$ cat config.mk
export PLATFORM = sky130hd
export DESIGN_NAME = extended_partition_chain_walker_unit
export DESIGN_NICKNAME = d
export VERILOG_FILES = /design/src/hdl/epcw_pkg.sv /design/src/hdl/epcw_eval.sv /design/src/hdl/epcw_rsp_queue.sv /design/src/hdl/extended_partition_chain_walker_unit.sv
export SDC_FILE = /design/constraint.sdc
export NUM_CORES = 1
export LEC_CHECK = 0
export ABC_AREA = 0
export BUFFER_PORTS_ARGS = -buffer_cell sky130_fd_sc_hd__buf_4
export CORE_MARGIN = 1
export CORE_UTILIZATION = 60
export DETAILED_ROUTE_END_ITERATION = 6
export PLACE_DENSITY = 0.8
export SLEW_MARGIN = 10
export SYNTH_ARGS = -nofsm -noshare
export SYNTH_HDL_FRONTEND = slang
export SYNTH_SLANG_ARGS = --single-unit
$ cat constraint.sdc
create_clock -name clock -period 15.5 [get_ports clock]
set_input_delay 1.55 -clock clock [delete_from_list [all_inputs] [get_ports clock]]
set_output_delay 1.55 -clock clock [all_outputs]
set_load 0.02 [all_outputs]
$ cat src/hdl/epcw_pkg.sv
// Shared types, codes and helpers of the extended partition chain walker.
`default_nettype none
package epcw_pkg;

   localparam int RESULTS_MAX = 3;

   localparam logic [2:0] KIND_REGION = 3'd0;
   localparam logic [2:0] KIND_FETCH  = 3'd1;
   localparam logic [2:0] KIND_DONE   = 3'd2;
   localparam logic [2:0] KIND_ERROR  = 3'd3;
   localparam logic [2:0] KIND_IDLE   = 3'd4;

   localparam logic [2:0] CAUSE_NONE      = 3'd0;
   localparam logic [2:0] CAUSE_STATUS    = 3'd1;
   localparam logic [2:0] CAUSE_SIGNATURE = 3'd2;
   localparam logic [2:0] CAUSE_OUTSIDE   = 3'd3;
   localparam logic [2:0] CAUSE_TWO_LINKS = 3'd4;
   localparam logic [2:0] CAUSE_EXTRA     = 3'd5;

   localparam logic [7:0] PTYPE_EMPTY = 8'h00;
   localparam logic [7:0] PTYPE_LINK  = 8'h05;
   localparam logic [7:0] STATUS_IDLE = 8'h00;
   localparam logic [7:0] STATUS_BOOT = 8'h80;
   localparam logic [15:0] SIG_OK     = 16'h55AA;

   localparam logic [15:0] MAX_PART_RESET = 16'd50;

   localparam logic [1:0] REG_EXT_START = 2'd0;
   localparam logic [1:0] REG_EXT_SIZE  = 2'd1;
   localparam logic [1:0] REG_MAX_PART  = 2'd2;
   localparam logic [1:0] REG_START_CNT = 2'd3;

   typedef struct packed {
      logic [7:0]  first_status;
      logic [7:0]  first_type;
      logic [31:0] first_start;
      logic [31:0] first_count;
      logic [7:0]  second_status;
      logic [7:0]  second_type;
      logic [31:0] second_start;
      logic [31:0] second_count;
      logic [7:0]  third_type;
      logic [7:0]  fourth_type;
      logic [15:0] record_signature;
   } record_type;

   typedef struct packed {
      logic [31:0] ext_start_lba;
      logic [31:0] ext_size_lba;
      logic [15:0] max_partitions;
   } cfg_type;

   typedef struct packed {
      logic [31:0] link_offset;
      logic [15:0] partition_count;
      logic        armed;
   } walk_state_type;

   typedef struct packed {
      logic [2:0]  kind;
      logic [32:0] region_start;
      logic [31:0] region_length;
      logic [2:0]  error_cause;
      logic        last;
   } result_type;

   function automatic result_type mk_result(input logic [2:0] kind,
                                            input logic [32:0] start,
                                            input logic [31:0] len,
                                            input logic [2:0] cause,
                                            input logic last);
      result_type r;
      r.kind          = kind;
      r.region_start  = start;
      r.region_length = len;
      r.error_cause   = cause;
      r.last          = last;
      return r;
   endfunction

endpackage
`default_nettype wire

$ cat src/hdl/epcw_eval.sv
// Evaluation of one boot record: checks, entry rules, result list and next walk state.
`default_nettype none
module epcw_eval
   import epcw_pkg::*;
(
   input  wire record_type     rec,
   input  wire cfg_type        cfg,
   input  wire walk_state_type st,
   output result_type          slots [RESULTS_MAX],
   output logic [1:0]          slot_count,
   output walk_state_type      st_next
);

   logic        t0_empty, t0_link, t0_part;
   logic        t1_empty, t1_link, t1_part;
   logic        status_bad;
   logic [15:0] pc_inc;
   logic [32:0] limit;
   logic [33:0] rs0, rs1;
   logic [34:0] end0, end1;
   logic        over0, over1;
   logic [31:0] base1, off1;
   logic [32:0] fetch_start;
   result_type  cand [RESULTS_MAX];
   logic [RESULTS_MAX-1:0] cv;
   logic        stop;

   assign t0_empty = (rec.first_type == PTYPE_EMPTY);
   assign t0_link  = (rec.first_type == PTYPE_LINK);
   assign t0_part  = !t0_empty && !t0_link;
   assign t1_empty = (rec.second_type == PTYPE_EMPTY);
   assign t1_link  = (rec.second_type == PTYPE_LINK);
   assign t1_part  = !t1_empty && !t1_link;

   assign status_bad = !(rec.first_status inside {STATUS_IDLE, STATUS_BOOT}) ||
                       !(rec.second_status inside {STATUS_IDLE, STATUS_BOOT});

   assign pc_inc = (st.partition_count == 16'hFFFF) ? st.partition_count
                                                    : st.partition_count + 16'd1;

   assign limit = {1'b0, cfg.ext_start_lba} + {1'b0, cfg.ext_size_lba};

   // entry 0 region uses the incoming link offset
   assign rs0   = {2'b0, cfg.ext_start_lba} + {2'b0, st.link_offset} + {2'b0, rec.first_start};
   assign end0  = {1'b0, rs0} + {3'b0, rec.first_count};
   assign over0 = end0 > {2'b0, limit};

   // after entry 0 the offset is the link start if entry 0 linked, else cleared
   assign base1 = t0_link ? rec.first_start : 32'd0;
   assign rs1   = {2'b0, cfg.ext_start_lba} + {2'b0, base1} + {2'b0, rec.second_start};
   assign end1  = {1'b0, rs1} + {3'b0, rec.second_count};
   assign over1 = end1 > {2'b0, limit};

   assign off1        = t1_link ? rec.second_start : base1;
   assign fetch_start = {1'b0, cfg.ext_start_lba} + {1'b0, off1};

   always_comb begin
      for (int i = 0; i < RESULTS_MAX; i++) begin
         slots[i] = '0;
         cand[i]  = '0;
      end
      cv         = '0;
      stop       = 1'b0;
      slot_count = 2'd0;
      st_next    = st;
      if (!st.armed) begin
         slots[0]   = mk_result(KIND_IDLE, 33'd0, 32'd0, CAUSE_NONE, 1'b1);
         slot_count = 2'd1;
      end else if (status_bad) begin
         slots[0]      = mk_result(KIND_ERROR, 33'd0, 32'd0, CAUSE_STATUS, 1'b1);
         slot_count    = 2'd1;
         st_next.armed = 1'b0;
      end else if (rec.record_signature != SIG_OK) begin
         slots[0]      = mk_result(KIND_ERROR, 33'd0, 32'd0, CAUSE_SIGNATURE, 1'b1);
         slot_count    = 2'd1;
         st_next.armed = 1'b0;
      end else begin
         st_next.partition_count = pc_inc;
         if (t0_part) begin
            cv[0] = 1'b1;
            if (over0) begin
               cand[0] = mk_result(KIND_ERROR, 33'd0, 32'd0, CAUSE_OUTSIDE, 1'b1);
               stop    = 1'b1;
            end else begin
               cand[0] = mk_result(KIND_REGION, rs0[32:0], rec.first_count, CAUSE_NONE, 1'b0);
            end
         end
         if (!stop) begin
            if (t1_link && t0_link) begin
               cv[1]   = 1'b1;
               cand[1] = mk_result(KIND_ERROR, 33'd0, 32'd0, CAUSE_TWO_LINKS, 1'b1);
               stop    = 1'b1;
            end else if (t1_part) begin
               cv[1] = 1'b1;
               if (over1) begin
                  cand[1] = mk_result(KIND_ERROR, 33'd0, 32'd0, CAUSE_OUTSIDE, 1'b1);
                  stop    = 1'b1;
               end else begin
                  cand[1] = mk_result(KIND_REGION, rs1[32:0], rec.second_count,
                                      CAUSE_NONE, 1'b0);
               end
            end
         end
         if (!stop) begin
            cv[2] = 1'b1;
            if (rec.third_type != PTYPE_EMPTY || rec.fourth_type != PTYPE_EMPTY) begin
               cand[2] = mk_result(KIND_ERROR, 33'd0, 32'd0, CAUSE_EXTRA, 1'b1);
               stop    = 1'b1;
            end else if (off1 != 32'd0 && pc_inc < cfg.max_partitions) begin
               cand[2] = mk_result(KIND_FETCH, fetch_start, 32'd0, CAUSE_NONE, 1'b1);
               st_next.link_offset = off1;
            end else begin
               cand[2] = mk_result(KIND_DONE, 33'd0, 32'd0, CAUSE_NONE, 1'b1);
               stop    = 1'b1;
            end
         end
         if (stop) st_next.armed = 1'b0;
         for (int i = 0; i < RESULTS_MAX; i++) begin
            if (cv[i]) begin
               slots[slot_count] = cand[i];
               slot_count        = slot_count + 2'd1;
            end
         end
      end
   end

endmodule
`default_nettype wire

$ cat src/hdl/epcw_rsp_queue.sv
// Result queue: holds the results of one record and drains them one per transaction.
`default_nettype none
module epcw_rsp_queue
   import epcw_pkg::*;
(
   input  wire         clock,
   input  wire         reset,
   input  wire         load,
   input  wire result_type load_slots [RESULTS_MAX],
   input  wire  [1:0]  load_count,
   output logic        can_load,
   output logic        rsp_tvalid,
   input  wire         rsp_tready,
   output result_type  rsp_head,
   output logic [1:0]  pending
);

   result_type slots_ff [RESULTS_MAX];
   result_type slots_in [RESULTS_MAX];
   logic [1:0] cnt_ff, cnt_in;
   logic       take;

   assign rsp_tvalid = (cnt_ff != 2'd0);
   assign take       = rsp_tvalid && rsp_tready;
   assign can_load   = (cnt_ff == 2'd0) || (cnt_ff == 2'd1 && rsp_tready);
   assign rsp_head   = slots_ff[0];
   assign pending    = cnt_ff;

   always_comb begin
      slots_in = slots_ff;
      cnt_in   = cnt_ff;
      if (load) begin
         slots_in = load_slots;
         cnt_in   = load_count;
      end else if (take) begin
         for (int i = 0; i < RESULTS_MAX - 1; i++) slots_in[i] = slots_ff[i+1];
         cnt_in = cnt_ff - 2'd1;
      end
   end

   always_ff @(posedge clock) begin
      slots_ff <= slots_in;
      if (reset) begin
         cnt_ff <= 2'd0;
      end else begin
         cnt_ff <= cnt_in;
      end
   end

endmodule
`default_nettype wire

$ cat src/hdl/extended_partition_chain_walker_unit.sv
// Top level of the extended partition chain walker: input register, state, config, results.
// Path: a record accepted into the input register is evaluated there and loaded into the
//   result queue, which presents its first result; the load waits while the queue cannot take it.
// Throughput: one record per cycle when it yields one result and rsp_tready stays high; a
//   record with k results (at most three) holds the result queue until all k are taken.
// Reset: synchronous, active high; clears the link offset and partition count, arms the
//   walk and loads register defaults (maximum partition count 50, others zero).
`default_nettype none
module extended_partition_chain_walker_unit
   import epcw_pkg::*;
(
   input  wire          clock,
   input  wire          reset,
   input  wire          req_tvalid,
   output logic         req_tready,
   // first_status, first_type, first_start, first_count, second_status, second_type,
   // second_start, second_count, third_type, fourth_type, record_signature
   input  wire  [191:0] req_tdata,
   output logic         rsp_tvalid,
   input  wire          rsp_tready,
   // region_start, region_length, error_cause, zero pad
   output logic [71:0]  rsp_tdata,
   // kind
   output logic [2:0]   rsp_tuser,
   output logic         rsp_tlast,
   input  wire          csr_we,
   input  wire  [1:0]   csr_index,
   input  wire  [31:0]  csr_wdata
);

   record_type     rec_ff, rec_in;
   logic           in_valid_ff, in_valid_in;
   cfg_type        cfg_ff, cfg_in;
   walk_state_type st_ff, st_in, st_eval;
   result_type     eval_slots [RESULTS_MAX];
   logic [1:0]     eval_count;
   logic           can_load, load;
   result_type     head;
   logic [1:0]     pending;

   assign load       = in_valid_ff && can_load;
   assign req_tready = !in_valid_ff || load;

   always_comb begin
      rec_in                  = rec_ff;
      rec_in.first_status     = req_tdata[7:0];
      rec_in.first_type       = req_tdata[15:8];
      rec_in.first_start      = req_tdata[47:16];
      rec_in.first_count      = req_tdata[79:48];
      rec_in.second_status    = req_tdata[87:80];
      rec_in.second_type      = req_tdata[95:88];
      rec_in.second_start     = req_tdata[127:96];
      rec_in.second_count     = req_tdata[159:128];
      rec_in.third_type       = req_tdata[167:160];
      rec_in.fourth_type      = req_tdata[175:168];
      rec_in.record_signature = req_tdata[191:176];
      if (!(req_tvalid && req_tready)) rec_in = rec_ff;
   end

   assign in_valid_in = (req_tvalid && req_tready) || (in_valid_ff && !load);

   epcw_eval u_eval (
      .rec        (rec_ff),
      .cfg        (cfg_ff),
      .st         (st_ff),
      .slots      (eval_slots),
      .slot_count (eval_count),
      .st_next    (st_eval)
   );

   always_comb begin
      cfg_in = cfg_ff;
      st_in  = load ? st_eval : st_ff;
      if (csr_we) begin
         case (csr_index)
            REG_EXT_START: cfg_in.ext_start_lba  = csr_wdata;
            REG_EXT_SIZE:  cfg_in.ext_size_lba   = csr_wdata;
            REG_MAX_PART:  cfg_in.max_partitions = csr_wdata[15:0];
            REG_START_CNT: begin
               st_in.partition_count = csr_wdata[15:0];
               st_in.link_offset     = 32'd0;
               st_in.armed           = 1'b1;
            end
            default: ;
         endcase
      end
   end

   always_ff @(posedge clock) begin
      rec_ff <= rec_in;
      if (reset) begin
         in_valid_ff           <= 1'b0;
         cfg_ff.ext_start_lba  <= 32'd0;
         cfg_ff.ext_size_lba   <= 32'd0;
         cfg_ff.max_partitions <= MAX_PART_RESET;
         st_ff.link_offset     <= 32'd0;
         st_ff.partition_count <= 16'd0;
         st_ff.armed           <= 1'b1;
      end else begin
         in_valid_ff <= in_valid_in;
         cfg_ff      <= cfg_in;
         st_ff       <= st_in;
      end
   end

   epcw_rsp_queue u_rsp_queue (
      .clock      (clock),
      .reset      (reset),
      .load       (load),
      .load_slots (eval_slots),
      .load_count (eval_count),
      .can_load   (can_load),
      .rsp_tvalid (rsp_tvalid),
      .rsp_tready (rsp_tready),
      .rsp_head   (head),
      .pending    (pending)
   );

   assign rsp_tdata = {4'd0, head.error_cause, head.region_length, head.region_start};
   assign rsp_tuser = head.kind;
   assign rsp_tlast = head.last;

   // a non-final result always has its successor queued behind it
   a_nonlast_has_more: assert property (@(posedge clock) disable iff (reset)
      rsp_tvalid && !rsp_tlast |-> pending >= 2'd2)
      else $error("non-final result without a queued successor");

   a_nonlast_is_region: assert property (@(posedge clock) disable iff (reset)
      rsp_tvalid && !rsp_tlast |-> rsp_tuser == KIND_REGION)
      else $error("only scan regions may be non-final");

   a_count_monotonic: assert property (@(posedge clock) disable iff (reset)
      !$past(csr_we) && !$past(reset) |->
         st_ff.partition_count >= $past(st_ff.partition_count))
      else $error("partition count decreased without a register write");

   a_no_load_when_full: assert property (@(posedge clock) disable iff (reset)
      pending >= 2'd2 |-> !load)
      else $error("result queue overwritten while results pending");

endmodule
`default_nettype wire
# Yosys cells after proc, flatten, opt, wreduce, memory -nomap -nowiden
# Cells that the tools add are included.
dict set report classes {
  n_eq_ne 10
  order_cmp 7
  reduce_logical 41
  add_sub_neg 12
  n_mux 99
  bitwise 3
}
# cell n
set ops {}
lappend ops {{two-way mux 72 bit} 21}
lappend ops {{two-way mux 216 bit} 5}
lappend ops {{two-way mux 144 bit} 5}
lappend ops {{bitwise mux 216 bit} 2}
lappend ops {{demux 72 bit (select 2 bit)} 2}
lappend ops {{two-way mux 71 bit} 3}
lappend ops {{two-way mux 49 bit} 4}
lappend ops {{two-way mux 32 bit} 5}
lappend ops {{adder 32 x 32 -> 33 bit} 4}
lappend ops {{two-way mux 48 bit} 2}
lappend ops {{adder 34 x 32 -> 35 bit} 2}
lappend ops {{> comparator 35 x 33 -> 1 bit} 2}
lappend ops {{adder 34 x 32 -> 34 bit} 2}
lappend ops {{two-way mux 1 bit} 36}
lappend ops {{zero test 8 bit} 4}
lappend ops {{nonzero test 32 bit} 1}
lappend ops {{two-way mux 2 bit} 13}
lappend ops {{adder 16 x 1 -> 16 bit (second input constant)} 1}
lappend ops {{== test 16 bit (second input constant)} 1}
lappend ops {{== test 8 x 3 -> 1 bit (second input constant)} 2}
lappend ops {{== test 8 bit (second input constant)} 2}
lappend ops {{less-than comparator 16 bit} 1}
lappend ops {{two-way mux 16 bit} 1}
lappend ops {{inequality test 16 x 15 -> 1 bit (second input constant)} 1}
lappend ops {{16 further kinds} 50}
dict set report totals {
  wordCells 206
  reg_bits 540
  out_inout_bits 78
}

# Longest topological paths before layout
dict set report logic_depth {
  ltp_word 28
  depth_mapped 54
  ltp_nobuf 48
}

# By module
# Synthesis repeated with hierarchy kept, for this count alone.
dict set report unflattened {
  hier_cells 3461
  hier_area_um2 36013.3
}
# module area_each_um2 n_inst cells_per_inst seq_area_each_um2
set modules_own_cells {}
lappend modules_own_cells {epcw_eval 16607.2 1 2205 0.0}
lappend modules_own_cells {extended_partition_chain_walker_unit 10438.8 1 789 8368.0}
lappend modules_own_cells {epcw_rsp_queue 8967.4 1 467 6526.3}

# Least setup slack after synthesis
# OpenSTA, ideal clock, no wires.
dict set report synth_timing {
  path_type {register to register}
  from {register rec_ff[177] (netlist bit)}
  to {register u_rsp_queue.slots_ff[73] (netlist bit), data pin}
  setup_time_ns 0.259
  stages_incl_launch_ff 52
  path_slack_ns 5.420
  n_path_buf 5
  t_arrival_ns 9.821
  required_time_ns 15.241
  path_cell_list {edfxtp_1 -> or4_1 -> buf_2 -> nor3_1 -> buf_2 -> clkbuf_1 -> clkbuf_1 -> nand2_1 -> inv_1 -> ha_1 -> a21o_1 -> a221oi_1 -> o21ai_0 -> a21oi_1 -> nor2_1 -> o21a_1 -> o21ai_0 -> a21oi_1 -> [... 16 more ...] -> o21ai_0 -> a31o_2 -> a21oi_1 -> o21bai_1 -> a21oi_1 -> xnor2_1 -> ha_1 -> nand4_1 -> nor3_1 -> nand2_1 -> o22ai_1 -> a211oi_1 -> a41oi_1 -> o31a_1 -> nand2_1 -> buf_4 -> o211a_1 -> a211o_1}
}
# element line
set synth_lines {}
lappend synth_lines {{start, declared} extended_partition_chain_walker_unit.sv:31} ;# record_type rec_ff, rec_in;
lappend synth_lines {{start signal, assigned} extended_partition_chain_walker_unit.sv:90} ;# rec_ff <= rec_in;
lappend synth_lines {{end signal, assigned} epcw_rsp_queue.sv:42} ;# slots_ff <= slots_in;
lappend synth_lines {{end, declared} epcw_rsp_queue.sv:18} ;# result_type slots_ff [RESULTS_MAX];

==> reports/results.ini <==
[drt]
post-route-drc-count = 8
dr.pass1.iters = 7
ant_nets = 0
wire_per_inst_um = 22.2
drt_iter0_drc = 3572
num_vias = 31000
drt-vias-per-instance = 6.39
wl_um = 107000

[critical_path]
crit_path_start_kind = flip-flop
required_ns = 15.87
worst_path_max_delay_cell = or4_1
crit_path_frequent_cell = a21oi_1
slowest_delay_ns = 0.68
cp_max_fo = 44
criticalPathCategory = flip-flop to flip-flop
end_kind = flip-flop
cp.arrival_ns = 13.10

[floorplan]
die_area_mm2 = 0.0606
core_mm2 = 0.0589
rows = 89
die_w_um = 246
fp.dieH_um = 246
io_pins = 309
start_util_pct = 60.7

[sta]
clock-skew-final_ns = 0.0248
fin_crit_sh_pct = 82.1
rsz0062_at_grt = false
worst_slack_ns = 2.77
tightest_slew_ns = 1.17
max_slew_margin_pct = 21.7
hold_viol_final = 0
max_freq_mhz = 78.6
tns_ns = 0
setup_viol = 0
min_period_ns = 12.73
drv_slew = 0

[finish]
multiInputGateArea_mm2 = 0.0203
seqCellArea_mm2 = 0.0138
antennaDiodeCount = 0
drive_gt1_share_pct = 12.9
final_util_pct = 67.7
finalNetCount = 4603
fill_cells = 4670
syn2layout_area_growth_pct = 11.6

[synthesis]
yosysMostFrequentCell = nand2_1
netlist.area_leader.share_pct = 31.1
synth-edff-count = 370
yosysUniqueCellTypes = 89
yosys.area.top_type = edfxtp_1
avgSynthCellArea_um2 = 9.28
ys_top_cells_by_area = edfxtp_1 31%, ha_1 12%, dfxtp_1 7.4%
yosys_warnings = 0
synthesis.area_mm2 = 0.0358
synth_flop_cell = edfxtp_1
ys_seq_elements = 502
synthTopCellsByCount = 462 x nand2_1, 370 x edfxtp_1, 339 x ha_1
async_flop_share_pct = 0
synth_seq_area_share_pct = 38.5
synth_cells = 3854

[placement]
gp_congestion = 1.01
hpwl_um = 82900
dp_slack_ns = 3.13
io_buffers = 302

[run]
cap_violations = 0

[clock_network]
clk_path_buf_depth = 3
worstSkewPairLatency_ns = 0.65
h-tree-depth = 2
cts-root-buf = clkbuf_16
postCtsSetupBuffers = 0
cts_buffers = 54
cts_sinks = 502
clkSlewWorstSetupHoldPaths_ns = 0.07
ctsResizeCount = 0
ctsHoldBuffers = 0
cts_tree = done

[global_route]
grt_max_degree = 81
antenna_found_initial = 0
grt_overflow_total = 0
grt_usage_pct = 34.5
grt_pass1_wl_um = 160000
grt_pass1_vias = 28100

[power_and_ir_drop]
max-vdd-ir-drop_mv = 0.112
p_leak_uw = 0.0169
power.total_uw = 4620
pwr_density_cell_mw_per_mm2 = 116

[outcome]
failed_checks = DRC
status = finished, violations left

[worst_hold_path]
hold_class = flip-flop to flip-flop

layout make-up:
type / count / share of cell area (%)
Tap cell: 773 / 2.42
Sequential cell: 502 / 34.5
Multi-Input combinational cell: 2963 / 50.8
Timing Repair Buffer: 335 / 6.30
Clock inverter: 37 / 0.768
Clock buffer: 64 / 3.63
Inverter: 169 / 1.59
metal layers:
metal,part of all wire [%],vias up,GRT usage [%]
li1,-,14500,-
met1,41,14500,48.2
met2,43,1705,52.5
met3,11,247,6.53
met4,4.3,0,14.3
met5,0,-,0
registers in the layout, summed over array words and instances, names as in the netlist:
register	count
u_rsp_queue.rsp_head	72
in_valid_ff	1
rec_ff	190
u_rsp_queue.slots_ff	108
u_rsp_queue.pending	2
cfg_ff	80
st_ff	49
where the power goes:
group          internal, uW  total, uW  switching, uW
combinational           574       1570            994
sequential             1660       1750           93.2
clock                   722       1300            577
total                  2950       4620           1660
stage by stage:
step           cell area (um^2)  hold slack [ns]  std cells
2_1_floorplan             35800            0.433       3857
3_3_place_gp              38100            0.444       4742
3_5_place_dp              38100            0.448       4742
4_1_cts                   39900            0.457       4843
5_1_grt                   39900            0.478       4843
6_report                  39900            0.456       4843
cells by family after synthesis:
group,after synthesis,share of synthesized area (%)
other cells,1,0.0105
mux,44,1.33
fa+ha+maj,348,12.3
xor+xnor,253,6.20
buf+inv,392,5.05
compound gates,1103,20.5
simple gates,1211,16.1
flops,502,38.5
worst paths after layout:
path	from	to	slack, ns	cells past startpoint
worst min-delay path	cfg_ff[13]$_SDFFE_PP0P_	cfg_ff[13]$_SDFFE_PP0P_	0.46	2
worst max-delay path	rec_ff[177]$_DFFE_PP_	u_rsp_queue.rsp_head[40]$_DFFE_PP_	2.77	48
worst min register to register	cfg_ff[13]$_SDFFE_PP0P_	cfg_ff[13]$_SDFFE_PP0P_	0.46	2
worst max register to register	rec_ff[177]$_DFFE_PP_	u_rsp_queue.rsp_head[40]$_DFFE_PP_	2.77	48
critical path: cells and delay by family, from the launching register on:
family                     cells  cell delay, ns
DFF                            1            0.38
buffers and inverters          4            1.16
AOI/OAI and AO/OA             26            6.29
xor gates and xnor gates       3            0.63
adders and majority gates      4            1.28
and+or+nand+nor               11            2.68
placed cells by master, fill, tap and decap left out, drive strengths merged, types with 65 or more instances in the layout:
| cell type | n |
|---|---|
| nand2 | 462 |
| edfxtp | 370 |
| ha | 339 |
| buf | 335 |
| a21oi | 323 |
| nor2 | 261 |
| o21ai | 192 |
| xnor2 | 175 |
| inv | 172 |
| a21o | 141 |
| dfxtp | 132 |
| xor2 | 78 |
| nand3 | 72 |
| nor3 | 65 |
Note: power is estimated with default switching activity, not from simulation.
